<file path="config.mk">
export PLATFORM = sky130hd
export DESIGN_NAME = pce_packer
export DESIGN_NICKNAME = d
export VERILOG_FILES = /design/src/rtl/pce_pkg.sv /design/src/rtl/pce_packer.sv
export SDC_FILE = /design/constraint.sdc
export NUM_CORES = 1
export LEC_CHECK = 0
export ABC_AREA = 1
export BUFFER_PORTS_ARGS = -buffer_cell sky130_fd_sc_hd__buf_2
export CAP_MARGIN = 40
export CORE_UTILIZATION = 59
export CTS_BUF_LIST = sky130_fd_sc_hd__clkbuf_16
export CTS_CLUSTER_SIZE = 10
export DETAILED_ROUTE_END_ITERATION = 10
export PLACE_DENSITY_LB_ADDON = 0.12
export SYNTH_ARGS = -nofsm -noshare
export SYNTH_HDL_FRONTEND = slang
export SYNTH_SLANG_ARGS = --single-unit
</file>
<file path="constraint.sdc">
create_clock -name clk -period 6.3 [get_ports clk]
set_clock_uncertainty 0.15 [all_clocks]
set_input_delay 1.26 -clock clk [delete_from_list [all_inputs] [get_ports clk]]
set_output_delay 1.26 -clock clk [all_outputs]
set_load 0.03 [all_outputs]
</file>
<file path="src/rtl/pce_pkg.sv">
// Shared types and constants for the prefix-code byte encoder.
`timescale 1ns / 1ps

package pce_pkg;

  // Bits in one packed output byte.
  localparam int BYTE_W = 8;

  // Largest number of bytes one item can put out, for the widest supported code.
  localparam int BATCH_MAX = 4;
  localparam int CNT_W     = 3;

  // Request kinds carried by req_type.
  typedef enum logic [1:0] {
    REQ_LOAD = 2'd0,
    REQ_DATA = 2'd1,
    REQ_END  = 2'd2
  } req_t;

  // Group of result bytes produced by one item, handed from packer to serializer.
  typedef struct packed {
    logic [CNT_W-1:0]                  count;
    logic                              trail;
    logic [BATCH_MAX-1:0][BYTE_W-1:0]  bytes;
  } batch_t;

endpackage

</file>
<file path="src/rtl/pce_packer.sv">
// Bit packer: joins a code word to the pending bits and forms the output bytes.
`timescale 1ns / 1ps

module pce_packer #(
  parameter int CW = 32,
  parameter int LW = 6
) (
  input  logic                clk,
  input  logic                rst,
  input  logic                take,
  input  logic [1:0]          kind,
  input  logic                in_range,
  input  logic [CW-1:0]       code,
  input  logic [LW-1:0]       len,
  output pce_pkg::batch_t     batch
);

  import pce_pkg::*;

  localparam int W    = 7 + CW;
  localparam int TW   = $clog2(W + 1);
  localparam int MAXB = W / BYTE_W;

  logic [6:0]    pending_bits, pending_bits_next;
  logic [2:0]    pending_count, pending_count_next;
  logic          has_bits, has_bits_next;

  logic [CW-1:0] code_mask;
  logic [W-1:0]  acc;
  logic [W-1:0]  left;
  logic [W+63:0] left_ext;
  logic [TW-1:0] total;
  logic [6:0]    rem_mask;
  logic [2:0]    pad;

  always_comb begin
    for (int i = 0; i < CW; i++) begin
      code_mask[i] = (i < int'(len));
    end
    acc      = (W'(pending_bits) << len) | W'(code & code_mask);
    total    = TW'(pending_count) + TW'(len);
    left     = acc << (TW'(W) - total);
    left_ext = {left, 64'b0};
    for (int i = 0; i < 7; i++) begin
      rem_mask[i] = (i < int'(total[2:0]));
    end
    pad = 3'(4'd8 - {1'b0, pending_count});
  end

  always_comb begin
    batch              = '0;
    pending_bits_next  = pending_bits;
    pending_count_next = pending_count;
    has_bits_next      = has_bits;
    case (kind)
      REQ_DATA: begin
        if (in_range && (len != '0)) begin
          for (int i = 0; i < BATCH_MAX; i++) begin
            if (i < MAXB) begin
              batch.bytes[i] = left_ext[W+63-BYTE_W*i -: BYTE_W];
            end
          end
          batch.count        = CNT_W'(total >> 3);
          pending_bits_next  = acc[6:0] & rem_mask;
          pending_count_next = total[2:0];
          has_bits_next      = 1'b1;
        end
      end
      REQ_END: begin
        batch.trail = 1'b1;
        if (pending_count != '0) begin
          batch.bytes[0] = 8'({1'b0, pending_bits} << pad);
          batch.bytes[1] = {5'b0, pad};
          batch.count    = CNT_W'(2);
        end else if (!has_bits) begin
          batch.bytes[0] = '0;
          batch.bytes[1] = 8'(BYTE_W);
          batch.count    = CNT_W'(2);
        end else begin
          batch.bytes[0] = '0;
          batch.count    = CNT_W'(1);
        end
        pending_bits_next  = '0;
        pending_count_next = '0;
        has_bits_next      = 1'b0;
      end
      default: begin
      end
    endcase
  end

  always_ff @(posedge clk) begin
    if (rst) begin
      pending_bits  <= '0;
      pending_count <= '0;
      has_bits      <= 1'b0;
    end else if (take) begin
      pending_bits  <= pending_bits_next;
      pending_count <= pending_count_next;
      has_bits      <= has_bits_next;
    end
  end

endmodule

</file>
==> impl_results.md <==
- Outcome: completed
- Syn. warnings: 0
- Hold EP: pending_count[1]
- Top Ports: 80
- H-tree depth: 1
- Critical-path cell list: buf_2 -> inv_1 -> fa_1 -> or2_2 -> a21oi_1 -> xor2_1 -> ha_1 -> xor2_4 -> nand2_4 -> nor2_4 -> nand3_1 -> o21ai_0 -> o21ai_0 -> inv_1 -> buf_2
- Top-area cell type share of the netlist area: 0.318
- Hold Path Cell Cnt: 2
- Nets: 976
- Number of flops mapped to enable cells by yosys: 0
- Worst r2r dst: pending_bits[6]
- Clock sinks: 11
- Worst-Skew Late Latency: around 0.23 ns
- Core footprint: just under 0.007 mm2
- Clk buf depth: 2
- Most area-hungry cell type in the Yosys netlist: nand3_1
- Ant diodes: 0
- FILL cells: 692
- Fmax: 169 MHz
- Fin. Hold Viols: 0
- PD cells: about 140 mW/mm2
- Largest net degree at the start of global routing: 43
- Logic pwr share: 0.720
- RSZ-0062 raised after global routing: no
- Clock Tree Root: clkbuf_16
- Hold-fix buffers at CTS: 0
- Initial antenna violation count: 0
- Tightest Pin Transition: 0.589 ns
- Sw Ratio: 0.560
- PortBufs: 79
- Area of the mapped netlist: between 0.004 and 0.005 mm2
- Crit path kind: in -> out
- Vias in the first global route: roughly 6000
- R2r worst-path depth: 7
- WP data required: 4.89 ns
- Setup TNS: 0 ns
- Share of total power in the clock network: 0.167
- GP Congestion: 1.14
- Die area: around 0.0077 mm2
- DR vias/cell: 6.64
- Via count: 6763
- Relative slew slack: 0.603
- Post-CTS Setup Inserts: 0
- CP Launch Point: len[1]
- VDD IR max: 0.204 mV
- Synth Flop Type: dfxtp_1
- Internal power: approximately 0.3 mW
- Setup violators final: 0
- Startpoint Class: input pin
- Chip width: 87.8 um
- Synth top area cells: nand3_1 (32%), nand2_1 (24%), inv_1 (5.2%)
- Drt drc: 0
- Yosys cell types: 40
- Min cycle time layout: 5.91 ns
- Hold/Removal Path Class: reg -> reg
- Crit Path Max Fanout: 14
- Final ANT Viol Nets: 0
- Post-Synthesis Cells: 880
- Hold Startpoint: pending_count[1]
- Max_cap viols: 0
- Routed WL per cell: 17.9 um
- Resize count post-CTS: 0
- Seq/Total Area, Yosys: 0.0506
- Total gr overflow: 0
- Die Height: 87.8 um
- Crit path DAT: about 4.5 ns
- First-pass GRT wire length: 28400 um
- Syn nets: 933
- Seq cells post-synth: 11
- Crit-path slowest cell: fa_1
- Num rows: 30
- Design area: 0.00481 mm2
- Bufs and invs on worst path: 4
- Sequential share of power: 0.113
- Leak pwr: 2.38 nW
- Final Max Tran Viols: 0
- Share of cells above drive strength 1: 0.133
- Endpoint class of the critical path: output port
- Area growth from synthesis to layout: 10.6%
- Initial core utilization: 0.626
- Global Route Usage Sum: 0.471
- Initial DRC Count: roughly 1200
- Clk slew on worst S/H paths: ~0.04 ns
- Mapped Avg Cell Area: 4.94 um2
- NetSw: 0.378 mW
- TritonCTS buffer count: 3
- Pre-antenna DRT Iters: 9
- CTS tree: done
- Area after DPL: 0.00473 mm2
- Reg-to-reg slack, setup: 3.72 ns
- CP top delay family: simple AND/OR/NAND/NOR gates
- Fraction of registers with async set/reset: 0
- Reg2Reg Launch Point: pending_count[0]
- Fin crit share: 0.939
- Final WL: between 15000 and 20000 um
- Crit path largest cell delay: 0.50 ns
- DP Wirelength: about 14000 um
==> cells by family after synthesis <==
| kind of cell | Yosys count | synth area share |
|---|---|---|
| AO/OA/AOI/OAI | 116 | 0.151 |
| flip-flops | 11 | 0.0506 |
| AND/OR/NAND/NOR | 618 | 0.639 |
| buffers and inverters | 120 | 0.113 |
| multiplexers | 3 | 0.00691 |
| adder cells (fa/ha/maj) | 9 | 0.0276 |
| XOR/XNOR | 3 | 0.0121 |
==> metal layers <==
| metal | global-route usage | wire length [um] | vias to the layer above |
|---|---|---|---|
| li1 | - | - | 3086 |
| met1 | 0.587 | 6870 | 3002 |
| met2 | 0.763 | 8050 | 584 |
| met3 | 0.125 | 2500 | 91 |
| met4 | 0.204 | 843 | 0 |
| met5 | 0 | 0 | - |
==> area by class of cell <==
class	count	area (um2)	share of cell area
clock buffers	3	75.1	0.0156
clock inverters	1	3.75	0.000780
inverters	69	264	0.0549
multi-input cells	749	3640	0.756
flip-flops and latches	11	220	0.0458
well taps	96	120	0.0250
repair buffers	89	490	0.102
==> Yosys cell counts, types with 2 or more instances <==
| cell type | n |
|---|---|
| a21oi_1 | 36 |
| a22oi_1 | 2 |
| a31oi_1 | 6 |
| buf_1 | 16 |
| buf_2 | 7 |
| buf_4 | 5 |
| clkbuf_1 | 22 |
| clkinv_1 | 2 |
| dfxtp_1 | 11 |
| ha_1 | 8 |
| inv_1 | 60 |
| inv_2 | 5 |
| inv_4 | 2 |
| mux2i_1 | 3 |
| nand2_1 | 274 |
| nand2_2 | 2 |
| nand3_1 | 276 |
| nand4_1 | 14 |
| nor2_1 | 35 |
| nor2_2 | 8 |
| nor2_4 | 4 |
| o211ai_1 | 15 |
| o21ai_0 | 34 |
| o21ai_1 | 14 |
| o22ai_1 | 2 |
| or2_2 | 3 |
==> power groups by stage <==
| stage | logic (mW) | clock network, mW | registers (mW) |
|---|---|---|---|
| after floorplan | 0.341 | 0 | 0.0753 |
| after detailed placement | 0.460 | 0 | 0.0775 |
| final | 0.487 | 0.113 | 0.0764 |
| after global placement | 0.450 | 0 | 0.0772 |
| after CTS | 0.462 | 0.113 | 0.0763 |
| after global routing | 0.525 | 0.117 | 0.0767 |
==> flip-flops by register name, indices dropped and copies added (netlist names) <==
register	flops
pending_bits	7
pending_count	3
has_bits	1
==> worst min-delay path: cells and delay by family (launching register included) <==
kind / cells / cell delay [ns]
and+or+nand+nor: 1 / 0.07
AOI/OAI and AO/OA: 1 / 0.07
DFF: 1 / 0.33
==> layout by cell type, fill, tap and decap left out, types with 2 or more instances in the layout <==
cell,count
or2_2,3
inv_2,5
buf_2,79
inv_4,2
a22oi_1,2
mux2i_1,3
dfxtp_1,11
o21ai_1,14
nor2_4,4
o211ai_1,15
nand4_1,14
nor2_1,35
clkinv_1,2
nand3_1,276
nand2_1,274
nand2_2,2
clkbuf_16,3
a31oi_1,6
nor2_2,8
a21oi_1,36
inv_1,61
ha_1,8
o21ai_0,34
buf_4,9
o22ai_1,2
==> worst max-delay path by stage <==
stage / endpoint / slack [ns] / depth (start not counted)
3_5_place_dp: batch[11] / 0.43 / 15
4_1_cts: batch[11] / 0.42 / 15
6_report: batch[11] / 0.39 / 15
3_3_place_gp: batch[11] / 0.56 / 15
2_1_floorplan: batch[3] / 0.68 / 15
5_1_grt: batch[24] / 0.17 / 13
==> per-stage QoR <==
| step | util | power [mW] | hold WS [ns] | worst slack, ns | std cells |
|---|---|---|---|---|---|
| floorplan | - | 0.416 | 0.305 | 0.678 | 880 |
| global placement | 0.677 | 0.527 | 0.334 | 0.560 | 1013 |
| detailed placement | 0.681 | 0.538 | 0.334 | 0.427 | 1014 |
| CTS | 0.693 | 0.652 | 0.358 | 0.421 | 1018 |
| global route | 0.693 | 0.719 | 0.388 | 0.166 | 1018 |
| finish | 0.693 | 0.676 | 0.371 | 0.387 | 1018 |
No activity file was read; power rests on OpenSTA's default activity.
